<file path="config.mk">
export PLATFORM = sky130hd
export DESIGN_NAME = vmv_ctrl
export DESIGN_NICKNAME = d
export VERILOG_FILES = /design/src/hw/rtl/vmv_pkg.sv /design/src/hw/rtl/vmv_ctrl.sv
export SDC_FILE = /design/constraint.sdc
export NUM_CORES = 1
export LEC_CHECK = 0
export ABC_AREA = 0
export BUFFER_PORTS_ARGS = -buffer_cell sky130_fd_sc_hd__buf_2
export CORE_MARGIN = 3
export CORE_UTILIZATION = 50
export CTS_CLUSTER_DIAMETER = 50
export DETAILED_ROUTE_END_ITERATION = 12
export GPL_TIMING_DRIVEN = 0
export PLACE_DENSITY = 0.74
export SLEW_MARGIN = 10
export SYNTH_ARGS = -nofsm -noshare
export SYNTH_HDL_FRONTEND = slang
export SYNTH_SLANG_ARGS = --single-unit
export TNS_END_PERCENT = 5
</file>
<file path="constraint.sdc">
create_clock -name clk -period 2.05 [get_ports clk]
set_input_delay 0.41 -clock clk [delete_from_list [all_inputs] [get_ports clk]]
set_output_delay 0.41 -clock clk [all_outputs]
set_load 0.05 [all_outputs]
</file>
<file path="src/hw/rtl/vmv_pkg.sv">
// Shared types and constants for the voxel mean/variance block.
// No dependencies.
package vmv_pkg;

    localparam int unsigned SAMPLE_W  = 16;
    localparam int unsigned IDX_W     = 12;
    localparam int unsigned VOXELS    = 4096;
    localparam int unsigned SUM_W     = 24;
    localparam int unsigned SQ_W      = 39;
    localparam int unsigned NCNT_W    = 9;
    localparam int unsigned VCNT_W    = 13;
    localparam int unsigned VOLCNT_W  = 8;
    localparam int unsigned PROD_W    = 48;
    localparam int unsigned NUM_W     = 64;
    localparam int unsigned DEN_W     = 16;
    localparam int unsigned ROOT_W    = 32;
    localparam int unsigned STEP_W    = 6;
    localparam int unsigned CFG_IDX_W = 2;
    localparam int unsigned CFG_DAT_W = 13;

    localparam logic [NCNT_W-1:0] MIN_VOLUMES = 9'd2;
    localparam logic [NCNT_W-1:0] MAX_VOLUMES = 9'd256;
    localparam logic [VCNT_W-1:0] MAX_VOXELS  = 13'd4096;
    localparam logic [STEP_W-1:0] DIV_LAST    = 6'd63;
    localparam logic [STEP_W-1:0] SQRT_LAST   = 6'd31;

    typedef enum logic [CFG_IDX_W-1:0] {
        CFG_VOLUME_COUNT = 2'd0,
        CFG_VOXEL_COUNT  = 2'd1,
        CFG_SPREAD_MODE  = 2'd2,
        CFG_NONE         = 2'd3
    } cfg_idx_t;

    typedef enum logic [3:0] {
        ST_IDLE,
        ST_ACC,
        ST_MUL,
        ST_DIFF,
        ST_DIVM,
        ST_LOADS,
        ST_DIVS,
        ST_SQL,
        ST_SQRT,
        ST_OUT
    } state_t;

    typedef struct packed {
        logic accept;
        logic acc;
        logic mul;
        logic diff;
        logic div_step;
        logic load_spread;
        logic sqrt_load;
        logic sqrt_step;
    } cmd_t;

    typedef struct packed {
        logic last_vol;
        logic mode;
    } sts_t;

endpackage

</file>
<file path="src/hw/rtl/vmv_ctrl.sv">
// Controller FSM: sequences accumulate, multiply, divide and root steps.
// Depends on vmv_pkg.
module vmv_ctrl (
    input  logic          clk,
    input  logic          rst_n,
    input  logic          in_valid,
    output logic          in_ready,
    output logic          out_valid,
    input  logic          out_ready,
    input  vmv_pkg::sts_t sts,
    output vmv_pkg::cmd_t cmd
);

    vmv_pkg::state_t             state_reg, state_next;
    logic [vmv_pkg::STEP_W-1:0]  cnt_reg, cnt_next;

    always_comb
    begin
        state_next = state_reg;
        cnt_next   = cnt_reg;
        unique case (state_reg)
            vmv_pkg::ST_IDLE:  if (in_valid) state_next = vmv_pkg::ST_ACC;
            vmv_pkg::ST_ACC:   state_next = sts.last_vol ? vmv_pkg::ST_MUL : vmv_pkg::ST_IDLE;
            vmv_pkg::ST_MUL:   state_next = vmv_pkg::ST_DIFF;
            vmv_pkg::ST_DIFF:
            begin
                state_next = vmv_pkg::ST_DIVM;
                cnt_next   = '0;
            end
            vmv_pkg::ST_DIVM:
            begin
                cnt_next = cnt_reg + 6'd1;
                if (cnt_reg == vmv_pkg::DIV_LAST) state_next = vmv_pkg::ST_LOADS;
            end
            vmv_pkg::ST_LOADS:
            begin
                state_next = vmv_pkg::ST_DIVS;
                cnt_next   = '0;
            end
            vmv_pkg::ST_DIVS:
            begin
                cnt_next = cnt_reg + 6'd1;
                if (cnt_reg == vmv_pkg::DIV_LAST)
                    state_next = sts.mode ? vmv_pkg::ST_SQL : vmv_pkg::ST_OUT;
            end
            vmv_pkg::ST_SQL:
            begin
                state_next = vmv_pkg::ST_SQRT;
                cnt_next   = '0;
            end
            vmv_pkg::ST_SQRT:
            begin
                cnt_next = cnt_reg + 6'd1;
                if (cnt_reg == vmv_pkg::SQRT_LAST) state_next = vmv_pkg::ST_OUT;
            end
            vmv_pkg::ST_OUT:   if (out_ready) state_next = vmv_pkg::ST_IDLE;
            default:           state_next = vmv_pkg::ST_IDLE;
        endcase
    end

    always_comb
    begin
        cmd         = '0;
        in_ready    = 1'b0;
        out_valid   = 1'b0;
        unique case (state_reg)
            vmv_pkg::ST_IDLE:
            begin
                in_ready   = 1'b1;
                cmd.accept = in_valid;
            end
            vmv_pkg::ST_ACC:   cmd.acc         = 1'b1;
            vmv_pkg::ST_MUL:   cmd.mul         = 1'b1;
            vmv_pkg::ST_DIFF:  cmd.diff        = 1'b1;
            vmv_pkg::ST_DIVM:  cmd.div_step    = 1'b1;
            vmv_pkg::ST_LOADS: cmd.load_spread = 1'b1;
            vmv_pkg::ST_DIVS:  cmd.div_step    = 1'b1;
            vmv_pkg::ST_SQL:   cmd.sqrt_load   = 1'b1;
            vmv_pkg::ST_SQRT:  cmd.sqrt_step   = 1'b1;
            vmv_pkg::ST_OUT:   out_valid       = 1'b1;
            default: ;
        endcase
    end

    always_ff @(posedge clk or negedge rst_n)
    begin
        if (!rst_n)
        begin
            state_reg <= vmv_pkg::ST_IDLE;
            cnt_reg   <= '0;
        end
        else
        begin
            state_reg <= state_next;
            cnt_reg   <= cnt_next;
        end
    end

`ifndef SYNTH
    a_accept_acc: assert property (@(posedge clk) disable iff (!rst_n)
        cmd.accept |=> state_reg == vmv_pkg::ST_ACC)
        else $error("accepted request not accumulated");
    a_div_count: assert property (@(posedge clk) disable iff (!rst_n)
        (state_reg == vmv_pkg::ST_DIVS && cnt_reg != vmv_pkg::DIV_LAST)
        |=> state_reg == vmv_pkg::ST_DIVS && cnt_reg == $past(cnt_reg) + 6'd1)
        else $error("divider step count broken");
    a_no_overlap: assert property (@(posedge clk) disable iff (!rst_n)
        !(in_ready && out_valid))
        else $error("input taken while result pending");
`endif

endmodule

</file>
* Word level (Yosys, flattened, before mapping)
Index checks and enable logic that the tools add are counted.
Storage, ports and cells: register bits after elaboration 10, word-level logic and storage cells 44, input port bits 6, output and inout port bits 10
Operators by class: reduce and logical (&&, ||, !) cells 6, equal/unequal tests 16, add/subtract/negate cells 1, mux-type cells 19
Operator list (count):
- 4-bit one-hot mux with 10 select lines | 1
- 4-bit two-way mux | 6
- 4-bit by 3-bit equality test with 1-bit output (second input constant) | 4
- 6-bit one-hot mux with 2 select lines | 1
- 1-bit two-way mux | 10
- 2-bit != test (second input constant) | 5
- 4-bit by 2-bit equality test with 1-bit output (second input constant) | 2
- 4-bit equality test (second input constant) | 2
- 6-bit by 1-bit adder with 6-bit output (second input constant) | 1
- 6-bit by 5-bit equality test with 1-bit output (second input constant) | 1
- 6-bit equality test (second input constant) | 1
- 3-bit OR reduction | 2
- 5-bit AND reduction | 1
- 4-bit by 1-bit equality test with 1-bit output (second input constant) | 1
- 4-bit logical NOT | 1
- 2-bit two-way mux | 1
- 2-bit nonzero test | 1
- 2-bit OR reduction | 1

* Longest topological paths before layout
Gate-level depths: netlist of the first run.
depth after elaboration 3, gate-level depth with buffers 5, depth with buffers taken out 5

* Worst setup path before layout of the first run
Ideal clock, no wire load.
path kind reg2out, from reg state_reg[2], to out cmd[7] in the netlist's numbering, slack -1.203 ns, path buffers 2, required time 1.640 ns, cell stages (with the launch flop) 5, data arrival time 2.843 ns, path through dfrtp_1 -> buf_6 -> clkbuf_1 -> nor4_1 -> and2_1
RTL lines:
- start: declaration | RTL line vmv_ctrl.sv:14 | vmv_pkg::state_t state_reg, state_next;
- start signal: assignment | RTL line vmv_ctrl.sv:89 | state_reg <= vmv_pkg::ST_IDLE;
- start signal: assignment | RTL line vmv_ctrl.sv:94 | state_reg <= state_next;
- end: declaration | RTL line vmv_ctrl.sv:11 | output vmv_pkg::cmd_t cmd

==> results.txt, run 1 <==
----------------------------------------------------
[Drt]
  Overall via count from detail_route ... 725
  First-pass detailed-route iteration total ... 4
  Met1 layer wirelength in the final routing ... 892 um
  Routed length per instance ... 15.24 um
  Number of antenna-violating nets in the routed design ... 0
  Top sig layer ... met4
  Met2 layer wire length in the routed design ... 802 um
  Routed vias/inst ... 6.042
  Drt first-iter violations ... 28
  Total Routed Length ... 1829 um
  Post-route DRC ... 0
  Detailed-routed wire length on met3 ... 100 um

[Yosys]
  Mean area per synthesized cell ... 8.686 um2
  Compound-cell area share of the yosys netlist ... 32.50%
  Sequential cell area fraction in the yosys report ... 33.50%
  Number of different library cells in the post-synthesis netlist ... 37
  Area of the mapped netlist ... 747.0 um2
  Largest family of logic cells by synthesized area ... compound AO/OA/AOI/OAI gates
  Mux cell area share after synthesis ... 2.848%
  Post-Synth Adder-Cell Area ... 1.675%
  Post-synthesis sequential element count ... 10
  Number of nets produced by synthesis ... 93
  Area fraction in and, or, nand and nor cells after synthesis ... 22.45%
  Instance count of the mapped netlist ... 86
  Area share of xor/xnor cells in the synthesized design ... 1.173%
  Count of yosys warnings during synthesis ... 0

[Worst setup path]
  Kind of end point of the critical path ... output port
  Launching element type of the critical path ... flop
  Crit path largest cell delay ... 390 ps
  Crit path max-delay cell type ... dfrtp_1
  Endpoint required time on the critical path ... 1640 ps
  Arrival @ worst endpoint ... 1550 ps
  Bufs and invs on worst path ... 3
  Chain of cells forming the critical path ... buf_4 > buf_4 > nor4_2 > buf_4
  Worst path most repeated cell ... buf_4
  Highest net fanout along the worst path ... 10
  Crit Path Category ... reg2out
  Family of cells with the greatest summed delay on the critical path ... buffers and inverters

[Timing]
  Worst Max-Slew Pin Slew ... 518.3 ps
  Number of hold violations in the final report ... 0
  Final critical delay including setup and external delays ... 1957 ps
  Total count of max-transition violations in the final report ... 0
  Post-Route Skew ... 0.7887 ps
  Final setup violation count ... 0
  Relative slew margins ... 65.08%
  Period Utilization, post-route ... 95.45%
  RSZ-0062 raised after global routing ... no
  Worst Setup Slack, final ... 93.23 ps
  Achievable Freq ... 511.0 MHz

[Layout]
  Final cell count without fillers ... 120
  Layout cells sized above 1 ... 29.52%
  Max reg flops ... 6
  Post-layout utilization of the core ... 68.86%
  N_diodes ... 0
  Number of nets in the final layout ... 113
  Signed area change from the synthesized netlist to the final layout ... 24.46%
  Final standard cell area without fillers ... 929.6 um2

[Die]
  Std cell rows ... 13
  Die width ... 44.65 um
  Total die area ... 1994 um2
  Core area ... 1350 um2
  Chip Height ... 44.65 um
  Effective utilization at floorplan ... 55.33%
  Ports ... 16

[Flow run]
  Max capacitance violation total ... 0

[Global routing]
  Total overflow reported by the global router ... 0
  Antenna violations before repair ... 0
  Maximum number of pins on one net before global-route repair ... 20
  Number of global-route vias before repair ... 684
  First-pass GRT wire length ... 3132 um
  All-layer global routing usage ... 21.50%

[Pwr]
  Worst ir drop on vdd ... 0.8194 mV
  Power density normalized to cell area ... 1595 nW/um2
  PnR Total Power ... 1.482 mW
  Leakage power of the design ... 0.4110 nW

[Worst hold path]
  Class of the tightest hold or removal check ... in2reg

[Place]
  Total cell area at the placement stage ... 867.1 um2
  Port Buffers ... 15
  Post-Place Worst Slack ... 140.4 ps
  Half-perimeter wire length after placement ... 1313 um
  Global placement routability congestion ... 0.8221
  Number of placed instances with taps included ... 116

[Clock network]
  Post-CTS Setup Bufs ... 0
  Number of buffers inserted during clock tree synthesis ... 3
  Max Buffers Root-to-Sink ... 2
  Maximum level of the CTS H-tree ... 1
  TritonCTS clock tree ... yes
  Clock Pin Slew Worst Setup and Hold Paths ... 70 ps
  Clock latency at the later pin of the worst-skew pair ... 270 ps
  CTS root buf ... clkbuf_4
  Count of clock tree sinks ... 10

[Status]
  Run status ... finished, final reports clean

----------------------------------------------------
-- logic make-up after synthesis --
group | Yosys count
compound gates | 32
xor+xnor | 1
fa+ha+maj | 1
buf+inv | 9
flops | 10
mux | 2
simple gates | 31
-- final timing paths --
check,start,endpoint,slack [ps],cells past startpoint
min reg2reg,cnt_reg[3],cnt_reg[3],540,1
max in group asynchronous,rst_n,state_reg[0],1330,2
max,state_reg[0],cmd[5],90,4
max reg2reg,state_reg[2],state_reg[1],250,5
min in group asynchronous,rst_n,cnt_reg[1],530,2
min,out_ready,state_reg[0],350,2
-- cell usage after synthesis --
library cell,instances,share of area (%)
nor2b_1,2,1.7
inv_1,3,1.5
a21oi_4,1,2.2
o211ai_1,1,1.0
a22o_1,2,2.3
and3_1,2,1.7
mux2i_1,1,1.3
ha_1,1,1.7
a311o_1,1,1.3
nor3_1,3,2.0
o31ai_1,2,2.0
buf_2,2,1.3
nor4_1,2,1.7
a21oi_1,5,3.3
and2_1,1,0.84
xnor2_1,1,1.2
a41oi_1,2,2.3
o32ai_1,1,1.2
nand3_1,3,2.0
o21a_4,1,2.0
o21a_1,2,2.0
nor2_1,6,3.0
o21bai_1,4,4.0
clkbuf_1,3,1.5
buf_6,1,1.5
or2_2,1,0.84
a211o_1,1,1.2
a211oi_1,1,1.0
o32a_1,1,1.3
dfrtp_1,10,34
mux2_1,1,1.5
a31oi_1,3,2.5
nand2b_1,5,4.2
or3b_4,1,1.5
nor3b_1,1,1.0
o21ai_0,4,2.7
nand2_1,4,2.0
-- layer usage --
| metal | up-vias | global-route usage, % |
|---|---|---|
| met1 | 333 | 27.72 |
| met3 | 5 | 3.659 |
| met5 | - | 0 |
| met2 | 24 | 34.10 |
| li1 | 363 | - |
| met4 | 0 | 10.84 |
-- layout make-up --
| type | count | area (um2) |
|---|---|---|
| well taps | 15 | 18.77 |
| multi-input cells | 67 | 479.2 |
| repair buffers | 16 | 95.09 |
| flip-flops and latches | 10 | 250.2 |
| inverters | 3 | 11.26 |
| clock buffers | 4 | 36.28 |
| plain buffers | 5 | 38.79 |
| fillers | 125 | 420.4 |
-- repair_timing --
action,CTS,global route
endpoints found under the setup margin,5,5
hold buffers,1,0
resized for setup,3,11
hold endpoints to repair,10,0
-- power by group --
group,switching (mW),internal [mW]
Sequential,0.0968,0.273
Combinational,0.569,0.357
Clock,0.0784,0.108
-- cell usage in the layout (no fill, tap or decap), drive strengths merged, types with 2 or more instances in the layout --
| cell | n |
|---|---|
| nand3 | 3 |
| nor4 | 2 |
| nor2 | 6 |
| nand2 | 4 |
| dfrtp | 10 |
| o21bai | 4 |
| inv | 3 |
| o21a | 3 |
| clkbuf | 7 |
| a21oi | 6 |
| a31oi | 3 |
| o31ai | 2 |
| a41oi | 2 |
| nor2b | 2 |
| and3 | 2 |
| nor3 | 3 |
| a22o | 2 |
| o21ai | 4 |
| buf | 17 |
| nand2b | 5 |
-- through the flow --
stage                     TNS, ps  hold WS (ps)
after floorplan            -761.6         114.4
after CTS                       0         354.1
after global placement          0         281.0
after detailed placement        0         287.1
final                           0         353.4
after global routing            0         359.1
Power figures use the tool's default switching activity.
==> run 2, diff against run 1 <==
--- a/config.mk
+++ b/config.mk
@@ -12,8 +12,8 @@
 export CTS_CLUSTER_DIAMETER = 50
 export DETAILED_ROUTE_END_ITERATION = 12
 export GPL_TIMING_DRIVEN = 0
-export PLACE_DENSITY = 0.74
-export SLEW_MARGIN = 10
+export PLACE_DENSITY = 0.7
+export SLEW_MARGIN = 20
 export SYNTH_ARGS = -nofsm -noshare
 export SYNTH_HDL_FRONTEND = slang
 export SYNTH_SLANG_ARGS = --single-unit
==> run 2 against run 1 <==
  * Non-clock buffer count is the same
  * Sequential power about the same
  * Sequential share of layout area up 0.26 points
  * Clock-buffer cell count is the same
  * Flip-flop and latch count stayed put
  * Final cell count did not move
  * Critical path type unchanged
  * First-iteration DRC count down 36%
  * Highest routed layer unchanged
  * Register-to-register slack hardly changed
  * Critical endpoint is now cmd[7]
  * Critical path depth stayed put
==> results.txt, run 2 (synthesis gave the netlist of run 1 again) <==
----------------------------------------------------
[Timing]
  Post-Route Skew ... 2.580 ps (+1.791 ps)
  Relative slew margins ... 63.51% (-1.6 points)
  Final TNS setup ... 0 ps (unchanged)
  Worst Max-Slew Pin Slew ... 541.7 ps (+23.44 ps)
  RSZ-0062 raised after global routing ... yes
  Final critical delay including setup and external delays ... 2025 ps (+68.14 ps)
  Period Utilization, post-route ... 98.78% (+3.3 points)
  Number of hold violations in the final report ... 0 (unchanged)
  Hold WS ... 351.9 ps (-1.507 ps)
  Total count of max-transition violations in the final report ... 0 (unchanged)
  Achievable Freq ... 493.8 MHz (-3.4%)
  Final setup violation count ... 0 (unchanged)

[Drt]
  Routed length per instance ... 15.08 um (-1.0%)
  Routed vias/inst ... 6.100 (+0.97%)
  Total Routed Length ... 1810 um (-1.0%)
  Post-route DRC ... 0 (unchanged)
  Number of antenna-violating nets in the routed design ... 0 (unchanged)
  Overall via count from detail_route ... 732 (+0.97%)
  First-pass detailed-route iteration total ... 4 (unchanged)
  Drt first-iter violations ... 18 (-36%)

[Clock network]
  Count of clock tree sinks ... 10 (unchanged)
  CTS root buf ... clkbuf_4
  Maximum level of the CTS H-tree ... 1 (unchanged)
  Number of buffers inserted during clock tree synthesis ... 3 (unchanged)
  Clock latency at the later pin of the worst-skew pair ... 270 ps (about the same)
  Max Buffers Root-to-Sink ... 2 (unchanged)
  Clock Pin Slew Worst Setup and Hold Paths ... 80 ps (about the same)
  TritonCTS clock tree ... yes
  Post-CTS Setup Bufs ... 0 (unchanged)

[Worst setup path]
  Kind of end point of the critical path ... output port
  Arrival @ worst endpoint ... 1610 ps (+60 ps)
  Crit Path Category ... reg2out
  Launching element type of the critical path ... flop
  Highest net fanout along the worst path ... 10 (unchanged)
  Endpoint required time on the critical path ... 1640 ps (about the same)

[Layout]
  Final standard cell area without fillers ... 920.9 um2 (-0.94%)
  Number of nets in the final layout ... 113 (unchanged)
  Signed area change from the synthesized netlist to the final layout ... 23.28%
  Leading cell types in the layout, fill and taps excluded ... 14 x buf_2, 10 x dfrtp_1, 6 x nor2_1
  N_diodes ... 0 (unchanged)
  Max reg flops ... 6 (unchanged)
  Post-layout utilization of the core ... 68.21% (-0.65 points)
  Leading cell type in the layout, fill and taps excluded ... buf_2
  Layout cells sized above 1 ... 28.57% (-0.95 points)

[Place]
  Port Buffers ... 15 (unchanged)
  Global placement routability congestion ... 0.8337 (+1.4%)
  Total cell area at the placement stage ... 867.1 um2 (unchanged)
  Half-perimeter wire length after placement ... 1290 um (-1.8%)

[Die]
  Chip Height ... 44.65 um (unchanged)
  Std cell rows ... 13 (unchanged)
  Core area ... 1350 um2 (unchanged)
  Ports ... 16 (unchanged)
  Total die area ... 1994 um2 (unchanged)
  Die width ... 44.65 um (unchanged)
  Effective utilization at floorplan ... 55.33% (unchanged)

[Pwr]
  PnR Total Power ... 1.478 mW (-0.30%)
  Power density normalized to cell area ... 1605 nW/um2 (+0.64%)
  Leakage power of the design ... 0.4082 nW (-0.68%)
  Worst ir drop on vdd ... 0.8057 mV (-1.7%)

[Global routing]
  Maximum number of pins on one net before global-route repair ... 20 (unchanged)
  Number of global-route vias before repair ... 629 (-8.0%)
  Antenna violations before repair ... 0 (unchanged)
  First-pass GRT wire length ... 2918 um (-6.8%)
  All-layer global routing usage ... 19.85% (-1.7 points)
  Total overflow reported by the global router ... 0 (unchanged)

[Worst hold path]
  Class of the tightest hold or removal check ... in2reg

[Status]
  Run status ... finished, final reports clean

[Flow run]
  Max capacitance violation total ... 0 (unchanged)

----------------------------------------------------
[run 2: changes by cell type in the layout (fill, tap and decap cells not counted), sizes merged]
cell,change
clkbuf,-2
buf,+2
[run 2: report_power, final]
group | switching (mW) | internal [mW]
Sequential | 0.0943 | 0.273
Clock | 0.0817 | 0.108
Combinational | 0.574 | 0.347
Total | 0.750 | 0.728
[run 2: what timing repair did]
action / 4_1_cts / 5_1_grt
endpoints found under the setup margin: 4 / 4
hold buffers: 1 / 0
cloned: 0 / 0
resized for setup: 3 / 5
endpoints found under the hold margin: 10 / 0
[run 2: through the flow]
| stage | std cells | worst slack (ps) |
|---|---|---|
| after floorplan | 86 | -257.3 |
| after CTS | 120 | 13.19 |
| final | 120 | 25.09 |
| after global routing | 120 | -36.76 |
| after detailed placement | 116 | 123.7 |
| after global placement | 116 | 115.5 |
[run 2: path summary, 6_finish.rpt]
kind	from	endpoint	slack, ps	cells past startpoint
hold reg to reg	cnt_reg[4]	cnt_reg[4]	540	1
hold / removal	out_ready	state_reg[0]	350	2
min in group asynchronous	rst_n	cnt_reg[5]	520	2
setup / recovery	state_reg[3]	cmd[7]	30	4
setup reg to reg	state_reg[2]	state_reg[1]	250	5
max in group asynchronous	rst_n	state_reg[1]	1330	2
[run 2: worst max-delay path, cell delays in order, from the launching register on]
cell and delay [ps]:
dfrtp_1 450, clkbuf_1 290, nor4_4 200, and2_1 150
buf_2 250
[run 2: per-layer routing]
layer	GRT usage (%)	vias to the layer above	share of wire [%]	wire, um
met4	7.229	0	0.66	12
met5	0	-	0	0
met2	27.51	25	45	820
met1	30.02	346	48	867
met3	3.659	2	6.1	110
li1	-	359	-	-
[run 2: layout make-up]
cell class / instances / area (um2)
clock buffer: 4 / 36.28
inverter: 3 / 11.26
buffer: 5 / 35.03
multi-input combinational: 67 / 479.2
fill: 120 / 429.2
timing repair buffer: 16 / 90.09
sequential: 10 / 250.2
tap: 15 / 18.77
==> run 3, diff against run 2 <==
--- a/config.mk
+++ b/config.mk
@@ -7,7 +7,7 @@
 export LEC_CHECK = 0
 export ABC_AREA = 0
 export BUFFER_PORTS_ARGS = -buffer_cell sky130_fd_sc_hd__buf_2
-export CORE_MARGIN = 3
+export CORE_MARGIN = 2
 export CORE_UTILIZATION = 50
 export CTS_CLUSTER_DIAMETER = 50
 export DETAILED_ROUTE_END_ITERATION = 12
==> run 3 against run 2 <==
  * Die area shrank 8.8%
  * Sequential power increased by 1%
  * Routed wire length up 3.6%
  * Flip-flop and latch count is the same
  * Setup slack better by 22 ps
  * Clock skew decreased by 0.90 ps
  * Non-clock buffer count stayed put
  * Final cell count unchanged
  * Register-to-register slack about the same
  * Largest cell class unchanged
  * Utilization up 0.65 points
  * Combinational power grew 0.7%
==> results.txt, run 3 (synthesis gave the netlist of run 1 again) <==
----------------------------------------------------
[Status]
  Run status ... finished, final reports clean

[Timing]
  Worst Max-Slew Pin Slew ... 575.4 ps (+33.73 ps)
  Post-Route Skew ... 1.675 ps (-0.9048 ps)
  Final setup violation count ... 0 (unchanged)
  Final critical delay including setup and external delays ... 2003 ps (-21.59 ps)
  Relative slew margins ... 61.23% (-2.3 points)
  Period Utilization, post-route ... 97.72% (-1.1 points)
  Achievable Freq ... 499.2 MHz (+1.1%)
  Total count of max-transition violations in the final report ... 0 (unchanged)
  RSZ-0062 raised after global routing ... no
  Number of hold violations in the final report ... 0 (unchanged)

[Global routing]
  Total overflow reported by the global router ... 0 (unchanged)
  Antenna violations before repair ... 0 (unchanged)
  Number of global-route vias before repair ... 651 (+3.5%)
  All-layer global routing usage ... 22.61% (+2.8 points)
  First-pass GRT wire length ... 3146 um (+7.8%)
  Maximum number of pins on one net before global-route repair ... 20 (unchanged)

[Clock network]
  Clock Pin Slew Worst Setup and Hold Paths ... 70 ps (about the same)
  Max Buffers Root-to-Sink ... 2 (unchanged)
  CTS root buf ... clkbuf_4
  Count of clock tree sinks ... 10 (unchanged)
  TritonCTS clock tree ... yes
  Maximum level of the CTS H-tree ... 1 (unchanged)
  Number of buffers inserted during clock tree synthesis ... 3 (unchanged)
  Clock latency at the later pin of the worst-skew pair ... 260 ps (about the same)

[Place]
  Number of placed instances with taps included ... 116 (unchanged)
  Port Buffers ... 15 (unchanged)
  Global placement routability congestion ... 0.8513 (+2.1%)
  Half-perimeter wire length after placement ... 1346 um (+4.4%)

[Pwr]
  PnR Total Power ... 1.479 mW (about the same)
  Leakage power of the design ... 0.4099 nW (+0.41%)
  Power density normalized to cell area ... 1591 nW/um2 (-0.88%)
  Worst ir drop on vdd ... 0.7484 mV (-7.1%)

[Drt]
  Number of antenna-violating nets in the routed design ... 0 (unchanged)
  Drt first-iter violations ... 23 (+5)
  Routed vias/inst ... 6.275 (+2.9%)
  Routed length per instance ... 15.63 um (+3.6%)
  Post-route DRC ... 0 (unchanged)
  First-pass detailed-route iteration total ... 4 (unchanged)
  Total Routed Length ... 1875 um (+3.6%)
  Overall via count from detail_route ... 753 (+2.9%)

[Worst setup path]
  Kind of end point of the critical path ... output port
  Family of cells with the greatest summed delay on the critical path ... buffers and inverters
  Endpoint required time on the critical path ... 1640 ps (about the same)
  Arrival @ worst endpoint ... 1590 ps (-20 ps)
  Bufs and invs on worst path ... 2 (unchanged)
  Crit Path Category ... reg2out
  Crit path max-delay cell type ... dfrtp_1
  Highest net fanout along the worst path ... 10 (unchanged)
  Chain of cells forming the critical path ... buf_2 > nor4_4 > and2_1 > clkbuf_4
  Crit path largest cell delay ... 450 ps (about the same)
  Launching element type of the critical path ... flop

[Die]
  Chip Height ... 42.65 um (-4.5%)
  Core area ... 1350 um2 (unchanged)
  Total die area ... 1819 um2 (-8.8%)
  Ports ... 16 (unchanged)
  Die width ... 42.65 um (-4.5%)
  Effective utilization at floorplan ... 55.33% (unchanged)
  Std cell rows ... 13 (unchanged)

[Layout]
  Max reg flops ... 6 (unchanged)
  Area of all sequential standard cells ... 250.2 um2 (unchanged)
  Number of filler instances in the final layout ... 121 (+0.83%)
  N_diodes ... 0 (unchanged)
  Final cell count without fillers ... 120 (unchanged)
  Leading cell types in the layout, fill and taps excluded ... 11 x buf_2, 10 x dfrtp_1, 6 x clkbuf_4, 6 x nor2_1
  Multi-input combinational cell area ... 479.2 um2 (unchanged)
  Layout cells sized above 1 ... 29.52% (+0.95 points)
  Leading cell type in the layout, fill and taps excluded ... buf_2
  Number of nets in the final layout ... 113 (unchanged)
  Signed area change from the synthesized netlist to the final layout ... 24.46%

[Flow run]
  Max capacitance violation total ... 0 (unchanged)

[Worst hold path]
  Class of the tightest hold or removal check ... in2reg

----------------------------------------------------
-- run 3: cell count changes in the layout (fill, tap and decap cells not counted) --
cell / delta
clkbuf_4: +3
buf_2: -3
clkbuf_2: +1
clkbuf_1: -1
-- run 3: path summary, 6_finish.rpt --
path,startpoint,endpoint,slack [ps],depth (start not counted)
min in group asynchronous,rst_n,cnt_reg[5],530,2
worst max register to register,state_reg[2],state_reg[1],250,5
worst min-delay path,out_ready,state_reg[0],360,2
max in group asynchronous,rst_n,state_reg[1],1320,2
worst min register to register,cnt_reg[3],cnt_reg[3],550,1
worst max-delay path,state_reg[1],cmd[7],50,4
-- run 3: final cells by class --
class | count | area share [%]
multi-input cells | 67 | 51.55
flip-flops and latches | 10 | 26.92
repair buffers | 16 | 10.50
clock buffers | 4 | 3.903
plain buffers | 5 | 3.903
well taps | 15 | 2.019
inverters | 3 | 1.211
-- run 3: what timing repair did --
| item | CTS | global route |
|---|---|---|
| resized for setup | 3 | 10 |
| setup endpoints to repair | 5 | 5 |
| hold buffers | 0 | 1 |
| pin swaps | 0 | 0 |
| setup buffers | 0 | 0 |
| hold endpoints to repair | 0 | 6 |
-- run 3: routing by layer --
metal / global-route usage, % / vias up / routed length [um]
met1: 36.60 / 358 / 941
met2: 28.18 / 27 / 824
met5: 0 / - / 0
met3: 3.830 / 4 / 88
li1: - / 364 / -
met4: 10.00 / 0 / 21
-- run 3: report_power, final --
part | switching [mW] | internal (mW)
Clock | 0.0733 | 0.108
Combinational | 0.576 | 0.351
Sequential | 0.0974 | 0.273
-- run 3: through the flow --
stage / hold WS (ps) / utilization, % / instance area (um2) / worst slack (ps) / setup TNS [ps]
after floorplan: 114.4 / - / 773.2 / -257.3 / -761.6
after global placement: 281.8 / 64.23 / 867.1 / 115.5 / 0
after detailed placement: 288.1 / 64.23 / 867.1 / 123.7 / 0
after CTS: 1.703 / 67.10 / 905.9 / 21.29 / 0
after global routing: 363.5 / 68.86 / 929.6 / 5.063 / 0
final: 364.1 / 68.86 / 929.6 / 46.68 / 0
